[src/sv/lfu_pkg.sv]
// Shared types and codes for the keyed LFU cache table.
// Holds the sequencer state type and the request codes; no dependencies.
package lfu_pkg;

    // Request codes carried on the input tuser
    localparam logic [1:0] ACT_ADD  = 2'd0;
    localparam logic [1:0] ACT_DEL  = 2'd1;
    localparam logic [1:0] ACT_FIND = 2'd2;

    // Result status codes
    localparam logic ST_OK       = 1'b0;
    localparam logic ST_NOTFOUND = 1'b1;

    typedef enum logic [1:0] {
        S_IDLE,
        S_SCAN,
        S_UPDATE
    } t_state;

endpackage

[src/sv/lfu_keyed_cache_table.sv]
// Keyed table with least-frequently-used eviction, single module.
// Depends on lfu_pkg for the state type and the request codes.
//
// The table holds up to ENTRIES items, each with a 32-bit key, a 64-bit
// payload, a saturating popularity count of HIT_BITS bits and an age rank
// (0 = newest). A request arrives as one item on the slave stream: tuser
// carries the action (add, delete, find), tdata the key and the payload.
// A request is taken in the idle state. In the scan state a single compare
// unit then visits the slots in turn (key match with newest-first priority,
// or lowest popularity with ties to the newest, plus the first free slot),
// and the update state writes back the table and loads the result
// register. The slave side is ready only between requests. The result
// waits in an output register, so a new request can be taken and scanned
// while the previous result is still pending; the write-back cycle holds
// until that register is free. Add into a full table evicts the least
// popular entry and sets evicted; find and delete act on the newest match;
// a missing key or the unused action code returns status 1 with a zero
// payload. No clearing pass is needed after reset: only the valid bits
// and the entry count are cleared.
module lfu_keyed_cache_table #(
    parameter int ENTRIES  = 10,
    parameter int HIT_BITS = 16
) (
    input  logic         i_clk,
    input  logic         i_rst_n,
    // request stream
    input  logic         s_axis_tvalid,
    output logic         s_axis_tready,
    input  logic [95:0]  s_axis_tdata,   // [31:0] lookup_key, [95:32] payload_in
    input  logic [1:0]   s_axis_tuser,   // [1:0] action
    // result stream
    output logic         m_axis_tvalid,
    input  logic         m_axis_tready,
    output logic [63:0]  m_axis_tdata,   // [63:0] payload_out
    output logic [1:0]   m_axis_tuser    // [0] status, [1] evicted
);

    localparam int IDX_W = (ENTRIES > 1) ? $clog2(ENTRIES) : 1;
    localparam int CNT_W = $clog2(ENTRIES + 1);
    localparam logic [IDX_W-1:0]    LAST_IDX = IDX_W'(ENTRIES - 1);
    localparam logic [CNT_W-1:0]    FULL_CNT = CNT_W'(ENTRIES);
    localparam logic [HIT_BITS-1:0] HIT_MAX  = '1;

    // slot storage
    logic [ENTRIES-1:0]  r_valid;
    logic [31:0]         r_key   [ENTRIES];
    logic [63:0]         r_pay   [ENTRIES];
    logic [HIT_BITS-1:0] r_hits  [ENTRIES];
    logic [IDX_W-1:0]    r_rank  [ENTRIES];
    logic [CNT_W-1:0]    r_count;

    // request and scan registers
    lfu_pkg::t_state     r_state, n_state;
    logic [1:0]          r_act;
    logic [31:0]         r_req_key;
    logic [63:0]         r_req_pay;
    logic [IDX_W-1:0]    r_idx;
    logic                r_best_ok;
    logic [IDX_W-1:0]    r_best;
    logic [HIT_BITS-1:0] r_best_hits;
    logic [IDX_W-1:0]    r_best_rank;
    logic [63:0]         r_best_pay;
    logic                r_free_ok;
    logic [IDX_W-1:0]    r_free;

    // result register
    logic                r_out_valid;
    logic                r_out_status;
    logic                r_out_evict;
    logic [63:0]         r_out_pay;

    logic take_in;
    logic out_free;
    logic do_update;
    logic scan_v;
    logic [31:0]         scan_key;
    logic [HIT_BITS-1:0] scan_hits;
    logic [IDX_W-1:0]    scan_rank;
    logic hit_cand;
    logic match_cand;
    logic full;
    logic [IDX_W-1:0] ins_slot;

    assign out_free      = !r_out_valid || m_axis_tready;
    assign s_axis_tready = (r_state == lfu_pkg::S_IDLE);
    assign take_in       = s_axis_tvalid && s_axis_tready;
    assign do_update     = (r_state == lfu_pkg::S_UPDATE) && out_free;

    assign m_axis_tvalid = r_out_valid;
    assign m_axis_tdata  = r_out_pay;
    assign m_axis_tuser  = {r_out_evict, r_out_status};

    // the shared compare unit: looks at the one slot under the scan index
    assign scan_v    = r_valid[r_idx];
    assign scan_key  = r_key[r_idx];
    assign scan_hits = r_hits[r_idx];
    assign scan_rank = r_rank[r_idx];
    assign hit_cand  = scan_v && (!r_best_ok || scan_hits < r_best_hits ||
                       (scan_hits == r_best_hits && scan_rank < r_best_rank));
    assign match_cand = scan_v && (scan_key == r_req_key) &&
                        (!r_best_ok || scan_rank < r_best_rank);

    assign full     = (r_count == FULL_CNT);
    assign ins_slot = full ? r_best : r_free;

    always_comb begin
        n_state = r_state;
        case (r_state)
            lfu_pkg::S_IDLE: begin
                if (take_in) n_state = lfu_pkg::S_SCAN;
            end
            lfu_pkg::S_SCAN: begin
                if (r_idx == LAST_IDX) n_state = lfu_pkg::S_UPDATE;
            end
            lfu_pkg::S_UPDATE: begin
                if (out_free) n_state = lfu_pkg::S_IDLE;
            end
            default: n_state = lfu_pkg::S_IDLE;
        endcase
    end

    always_ff @(posedge i_clk) begin
        if (!i_rst_n) begin
            r_state <= lfu_pkg::S_IDLE;
        end else begin
            r_state <= n_state;
        end
    end

    // take the request, then scan one slot per cycle
    always_ff @(posedge i_clk) begin
        if (take_in) begin
            r_act     <= s_axis_tuser;
            r_req_key <= s_axis_tdata[31:0];
            r_req_pay <= s_axis_tdata[95:32];
            r_idx     <= '0;
            r_best_ok <= 1'b0;
            r_free_ok <= 1'b0;
        end else if (r_state == lfu_pkg::S_SCAN) begin
            if (r_idx != LAST_IDX) r_idx <= r_idx + 1'b1;
            if (r_act == lfu_pkg::ACT_ADD) begin
                if (!scan_v && !r_free_ok) begin
                    r_free_ok <= 1'b1;
                    r_free    <= r_idx;
                end
                if (hit_cand) begin
                    r_best_ok   <= 1'b1;
                    r_best      <= r_idx;
                    r_best_hits <= scan_hits;
                    r_best_rank <= scan_rank;
                end
            end else if (match_cand) begin
                r_best_ok   <= 1'b1;
                r_best      <= r_idx;
                r_best_hits <= scan_hits;
                r_best_rank <= scan_rank;
                r_best_pay  <= r_pay[r_idx];
            end
        end
    end

    // write back the table
    always_ff @(posedge i_clk) begin
        if (!i_rst_n) begin
            r_valid <= '0;
            r_count <= '0;
        end else if (do_update) begin
            case (r_act)
                lfu_pkg::ACT_ADD: begin
                    if (!full) r_count <= r_count + 1'b1;
                    for (int j = 0; j < ENTRIES; j++) begin
                        if (IDX_W'(j) == ins_slot) begin
                            r_valid[j] <= 1'b1;
                            r_key[j]   <= r_req_key;
                            r_pay[j]   <= r_req_pay;
                            r_hits[j]  <= '0;
                            r_rank[j]  <= '0;
                        end else if (r_valid[j]) begin
                            // older than the evicted one: drop one, age one
                            if (!(full && r_rank[j] > r_best_rank))
                                r_rank[j] <= r_rank[j] + 1'b1;
                        end
                    end
                end
                lfu_pkg::ACT_DEL: begin
                    if (r_best_ok) begin
                        r_count <= r_count - 1'b1;
                        for (int j = 0; j < ENTRIES; j++) begin
                            if (IDX_W'(j) == r_best) begin
                                r_valid[j] <= 1'b0;
                            end else if (r_valid[j] && r_rank[j] > r_best_rank) begin
                                r_rank[j] <= r_rank[j] - 1'b1;
                            end
                        end
                    end
                end
                lfu_pkg::ACT_FIND: begin
                    if (r_best_ok && r_best_hits != HIT_MAX)
                        r_hits[r_best] <= r_best_hits + 1'b1;
                end
                default: ;
            endcase
        end
    end

    // result register: load on write-back, hold until taken
    always_ff @(posedge i_clk) begin
        if (!i_rst_n) begin
            r_out_valid <= 1'b0;
        end else if (do_update) begin
            r_out_valid <= 1'b1;
        end else if (m_axis_tready) begin
            r_out_valid <= 1'b0;
        end
    end

    always_ff @(posedge i_clk) begin
        if (do_update) begin
            r_out_status <= lfu_pkg::ST_NOTFOUND;
            r_out_evict  <= 1'b0;
            r_out_pay    <= '0;
            case (r_act)
                lfu_pkg::ACT_ADD: begin
                    r_out_status <= lfu_pkg::ST_OK;
                    r_out_evict  <= full;
                end
                lfu_pkg::ACT_DEL: begin
                    if (r_best_ok) r_out_status <= lfu_pkg::ST_OK;
                end
                lfu_pkg::ACT_FIND: begin
                    if (r_best_ok) begin
                        r_out_status <= lfu_pkg::ST_OK;
                        r_out_pay    <= r_best_pay;
                    end
                end
                default: ;
            endcase
        end
    end

endmodule

[config.mk]
export PLATFORM = sky130hd
export DESIGN_NAME = lfu_keyed_cache_table
export DESIGN_NICKNAME = d
export VERILOG_FILES = /design/src/sv/lfu_pkg.sv /design/src/sv/lfu_keyed_cache_table.sv
export SDC_FILE = /design/constraint.sdc
export NUM_CORES = 2
export LEC_CHECK = 0
export BUFFER_PORTS_ARGS = -buffer_cell sky130_fd_sc_hd__buf_2
export CORE_MARGIN = 4
export CORE_UTILIZATION = 55
export CTS_BUF_LIST = sky130_fd_sc_hd__clkbuf_8 sky130_fd_sc_hd__clkbuf_16
export DETAILED_ROUTE_END_ITERATION = 12
export GPL_ROUTABILITY_DRIVEN = 0
export PLACE_DENSITY = 0.8
export SYNTH_ARGS = -nofsm -noshare
export SYNTH_HDL_FRONTEND = slang
export SYNTH_SLANG_ARGS = --single-unit
[constraint.sdc]
create_clock -name i_clk -period 14.8 [get_ports i_clk]
set_clock_uncertainty 0.15 [all_clocks]
set_input_delay 2.22 -clock i_clk [delete_from_list [all_inputs] [get_ports i_clk]]
set_output_delay 2.22 -clock i_clk [all_outputs]
set_load 0.02 [all_outputs]
* Yosys cells after proc, flatten, opt, wreduce, memory -nomap -nowiden
Memories as Yosys holds them, arrays and structs flattened. A register that Yosys moved wholly into a read port is not among the register bits.
Cells that the tools add are included.
** Word-level totals
- Register bits after elaboration :: 215
- Memory bits (writable) :: 1160
- Input port bits :: 102
- Output and inout bits :: 68
- Word-level logic and storage cells :: 587
- Memories kept :: 4
** Memory list
- r_pay :: depth 10, bits a word 64, rd ports 1, clocked after Yosys merged registers in 1, write ports 1, RTL line lfu_keyed_cache_table.sv:47 : logic [63:0] r_pay [ENTRIES];
- r_key :: depth 10, bits a word 32, rd ports 1, clocked after Yosys merged registers in 1, write ports 1, RTL line lfu_keyed_cache_table.sv:46 : logic [31:0] r_key [ENTRIES];
- r_hits :: depth 10, bits a word 16, rd ports 1, clocked after Yosys merged registers in 1, write ports 1, RTL line lfu_keyed_cache_table.sv:48 : logic [HIT_BITS-1:0] r_hits [ENTRIES];
- r_rank :: depth 10, bits a word 4, rd ports 11, clocked after Yosys merged registers in 1, write ports 10, RTL line lfu_keyed_cache_table.sv:49 : logic [IDX_W-1:0] r_rank [ENTRIES];
** Operators by class
- $add $sub $neg :: 24
- Magnitude comparators :: 13
- Equal/unequal tests :: 54
- Mux-type cells :: 353
- Bitwise gates (word level) :: 22
- Reduce and logical (&&, ||, !) cells :: 91
** Operator list (number)
- $mux 64 :: 9
- $reduce_or 64->1 :: 9
- $mux 32 :: 9
- $reduce_or 32->1 :: 9
- $mux 4 :: 63
- $mux 1 :: 250
- $mux 16 :: 13
- $reduce_or 16->1 :: 10
- $reduce_and 5->1 :: 10
- $add 4x1->4 const B :: 12
- $sub 4x1->4 const B :: 11
- $gt 4x4->1 :: 10
- $eq 3x4->1 const A :: 8
- $eq 32x32->1 :: 1
- $ne 2x2->1 const B :: 15
- $logic_and 1x1->1 :: 28
- $ne 2x1->1 const B :: 11
- $or 1x1->1 :: 20
- $pmux 10 s2 :: 1
- $add 16x1->16 const B :: 1
- $eq 16x16->1 :: 1
- $eq 2x4->1 const A :: 4
- $eq 4x4->1 const A :: 4
- $lt 16x16->1 :: 1
- other kinds (24) :: 47

* Depth between registers and ports, before layout
- Depth in word-level cells :: 19
- Depth in mapped cells :: 17
- Mapped depth without buffers :: 14

* Worst setup path after synthesis
Ideal clock, no wire load.
- Path kind :: input-to-reg
- Start :: in m_axis_tready
- End :: mem r_hits[9][0] (enable)
- Library setup time :: 0.411 ns
- Data arrival time :: 8.750 ns
- Required time :: 14.239 ns
- Path slack :: 5.489 ns
- Stages on the path :: 8
- Buffers on the path :: 0
- Cell sequence :: nor2b_1 -> nor2_1 -> nand3_1 -> nor3_1 -> nand2_1 -> inv_1 -> nand2_1 -> o21ai_0
** On the way
- Word-level cells in the longest chain between the ends :: 16
- Elaborated cells on any way between the ends :: 65
- Those cells by class :: mux (53); reduce/logical (12)
** Ends and longest elaborated chain
- start, declared :: RTL line lfu_keyed_cache_table.sv:33 : input logic m_axis_tready,
- $logic_or 1x1->1 * :: RTL line lfu_keyed_cache_table.sv:84 : assign out_free = !r_out_valid || m_axis_tready;
- $logic_and 1x1->1 * :: RTL line lfu_keyed_cache_table.sv:87 : assign do_update = (r_state == lfu_pkg::S_UPDATE) && out_free;
- net do_update :: RTL line lfu_keyed_cache_table.sv:74 : logic do_update;
- $mux 1 :: RTL line lfu_keyed_cache_table.sv:167 : end else if (do_update) begin
- $mux 1 :: RTL line lfu_keyed_cache_table.sv:164 : if (!i_rst_n) begin
- $mux 1 (not written as such) :: RTL line lfu_keyed_cache_table.sv:176 : r_hits[j] <= '0;
- $reduce_or 16->1 (no source line)
- $mux 4 (no source line) / $mux 1 (equally long branches) (10 in a row)
- end, declared :: RTL line lfu_keyed_cache_table.sv:48
The timed path passes the listed nets; every way through them passes the cells marked *.

==> out/summary.txt <==
fin crit share - 39.21%
Synth cell types - 68
Max Used Layer - met4
syn_nets - 3613
Core ar. - 112300 µm²
met3 wire len - 13.53 mm
CTS tree - yes
DP Area - 64670 µm²
Synth async-reset ratio - 0%
most common cell type on the critical path - buf_4
final setup TNS - 0 ps
Slew headroom - 19.23%
post-synthesis average cell area - 18.17 µm²
HP Start - r_free_ok$_SDFFE_PP0P_
clock root buffer - clkbuf_16
Slowest-stage cell, CP - nor4_1
die height - 344.2 µm
Routed WL per cell - 26.91 µm
drt first pass iters - 6
Seq/Total Area, Yosys - 73.91%
complex-gate fraction of the synthesized area - 3.997%
Worst setup SP type - flop
initial core utilization - 55.33%
P_leak - 22.49 nW
via/cell ratio - 6.335
final wirelength - 141.1 mm
Nets - 3813
Final ANT Viol Nets - 0
htree depth - 4
DR iter-0 viols - 4190
gr usage total - 23.83%
site row count - 123
Area Overhead vs Synth - 11.80%
Cell Area, Synth - 62160 µm²
Post-synth EDFFs - 1512
Via Count - 33220
CTS sink cnt - 1539
cell family with most CP delay - buffers and inverters
post-synthesis mux area share - 12.21%
CTS clk-pin slew, worst paths - 60 ps
Synth area leader - edfxtp_1
placed cell count - 4972
initial antenna violation count - 3
post-synthesis simple-gate area fraction - 5.350%
measured slew at the worst slew-check pin - 1212 ps
TritonCTS buffer count - 148
crit end category - flop
total gr overflow - 0
final worst path period need - 5803 ps
synthesis-stage register bit count - 1539
adder-cell share of the synthesized area - 1.816%
Final setup viols - 0
port bufs - 169
fin area - 69500 µm²
Hold Path Class - flop to flop
PD cells - 136.6 nW/µm²
Warnings, synthesis - 0
first-pass GRT wire length - 210.6 mm
xor and xnor area share after synthesis - 1.057%
Buf/Inv on CP - 3
IO Pins - 170
hold slack - 329.3 ps
WP data arrival - 6030 ps
Final Max Slew Viols - 0
Fin. Hold Viols - 0
largest net degree at the start of global routing - 86
vias in the first global route - 33520
kind of critical path - flop to flop
post-CTS setup buffers - 0
Max Clk Rate - 172.3 MHz
largest family of logic cells by synthesized area - multiplexers
biggest cell delay along the critical path - 980 ps
CP cell instances - buf_4 -> mux4_2 -> mux2i_1 -> xor2_1 -> nand4_1 -> nor4_1 -> o2111ai_1 -> nor3_2 -> buf_4 -> buf_4
RSZ-0062 raised after global routing - no
run status - finished, final reports clean
total power - 9.496 mW
Synth Instances - 3422
top-area cell type share of the netlist area - 73.04%
die width - 344.2 µm
hold_buf cts - 0
Worst-Skew Late Latency - 760 ps
max cap viols - 0
synth top area cells - edfxtp_1 (73%), mux4_2 (9.7%), mux2i_1 (2.2%)
IR Drop Worst-Case VDD - 108.6 µV
met1 WL - 54.00 mm
Non-Filler Instances - 5244
WP data required - 15030 ps
met2 WL - 69.38 mm
worst-path maximum fanout - 51
cts repair resizes - 0
share of layout cells above drive strength 1 - 19.62%
detailed placement HPWL - 77.92 mm
DRC viols - 0
main flop type after synthesis - edfxtp_1
die area - 118500 µm²
clock buffer depth - 3
==> power breakdown <==
group	internal, mW	switching (mW)	total [mW]
combinational	0.410	0.427	0.836
clock	2.11	1.62	3.74
sequential	4.82	0.0998	4.92
total	7.35	2.15	9.50
==> worst min-delay path, cell delays in order, from the launching register on <==
cell and delay [ps]:
dfxtp_1 330, nor2_1 50, nor2_1 70
==> final timing paths <==
kind	to	slack (ps)	cells after the start
worst max-delay path	r_best_pay[48]$_DFFE_PP_	9000	10
worst min-delay path	r_free_ok$_SDFFE_PP0P_	330	2
worst max register to register	r_best_pay[48]$_DFFE_PP_	9000	10
worst min register to register	r_free_ok$_SDFFE_PP0P_	330	2
==> kinds of logic after synthesis <==
family | Yosys count
XOR/XNOR | 75
flip-flops | 1539
multiplexers | 421
AND/OR/NAND/NOR | 665
AO/OA/AOI/OAI | 381
buffers and inverters | 252
adder cells (fa/ha/maj) | 89
==> cells in the final DEF, fill, tap and decap left out, types with 15 or more instances in the layout <==
cell type     n
nand4_1      26
mux4_2      268
o21ai_0      48
edfxtp_1   1512
xor2_1       27
ha_1         86
o21a_1       26
inv_6        15
buf_2       169
nor4_1       22
nand2b_1     26
clkbuf_16   151
nand3_1      39
mux2i_1     137
xnor2_1      48
buf_4        42
nor2b_1      94
nor3_1       29
clkinv_2     24
a211oi_1     69
nand2_1     108
inv_1       104
a21o_1       16
dfxtp_1      19
and3_1       81
mux2_2       15
nor2_1      202
a21oi_1     119
clkinv_1     39
==> state kept, by name, indices dropped and copies added (netlist names), 2 cells and up, named ones only <==
signal,flops
r_state,2
r_best_rank,4
r_best,4
r_idx,4
r_valid,10
r_req_key,32
r_rank,40
r_free,4
r_act,2
r_pay,640
r_best_hits,16
m_axis_tdata,64
r_req_pay,64
r_best_pay,64
r_hits,256
r_key,320
r_count,4
==> cells in the mapped netlist, types with 7 or more instances <==
| cell type | number |
|---|---|
| clkbuf_1 | 102 |
| nor3_1 | 33 |
| and2_1 | 14 |
| mux4_2 | 268 |
| xor2_1 | 27 |
| o221ai_1 | 13 |
| ha_1 | 87 |
| and3_1 | 81 |
| a221oi_1 | 14 |
| buf_4 | 9 |
| o21ai_0 | 50 |
| nand3_1 | 39 |
| o21a_1 | 26 |
| nand2_1 | 108 |
| nor4_1 | 22 |
| buf_2 | 27 |
| buf_1 | 21 |
| dfxtp_1 | 27 |
| mux2i_1 | 137 |
| o211ai_1 | 10 |
| a21o_1 | 16 |
| a31oi_1 | 8 |
| a211oi_1 | 69 |
| nand4_1 | 26 |
| a22oi_1 | 7 |
| nand2b_1 | 26 |
| nor2_1 | 203 |
| inv_1 | 87 |
| edfxtp_1 | 1512 |
| nor2b_1 | 94 |
| mux2_2 | 15 |
| xnor2_1 | 48 |
| o22ai_1 | 12 |
| a21oi_1 | 119 |
| o2111ai_1 | 9 |
==> per-stage QoR <==
| step | util [%] | worst slack [ps] |
|---|---|---|
| 2_1_floorplan | - | 5489 |
| 3_3_place_gp | 57.57 | 9021 |
| 3_5_place_dp | 57.57 | 9007 |
| 4_1_cts | 61.86 | 8981 |
| 5_1_grt | 61.86 | 8669 |
| 6_report | 61.86 | 8997 |
==> metal layers <==
layer	up-vias	GRT usage [%]
met5	-	0
met3	282	4.902
met4	0	8.014
li1	14060	-
met1	16990	33.03
met2	1887	38.38
==> area by class of cell <==
| class | instances | area [µm²] |
|---|---|---|
| antenna | 2 | 5.005 |
| clock buffer | 151 | 3779 |
| clock inverter | 119 | 1041 |
| fill | 7554 | 42850 |
| inverter | 90 | 390.4 |
| multi-input combinational | 1631 | 15250 |
| sequential | 1539 | 45970 |
| tap | 1500 | 1877 |
| timing repair buffer | 212 | 1181 |
(Power assumes the default switching activity.)
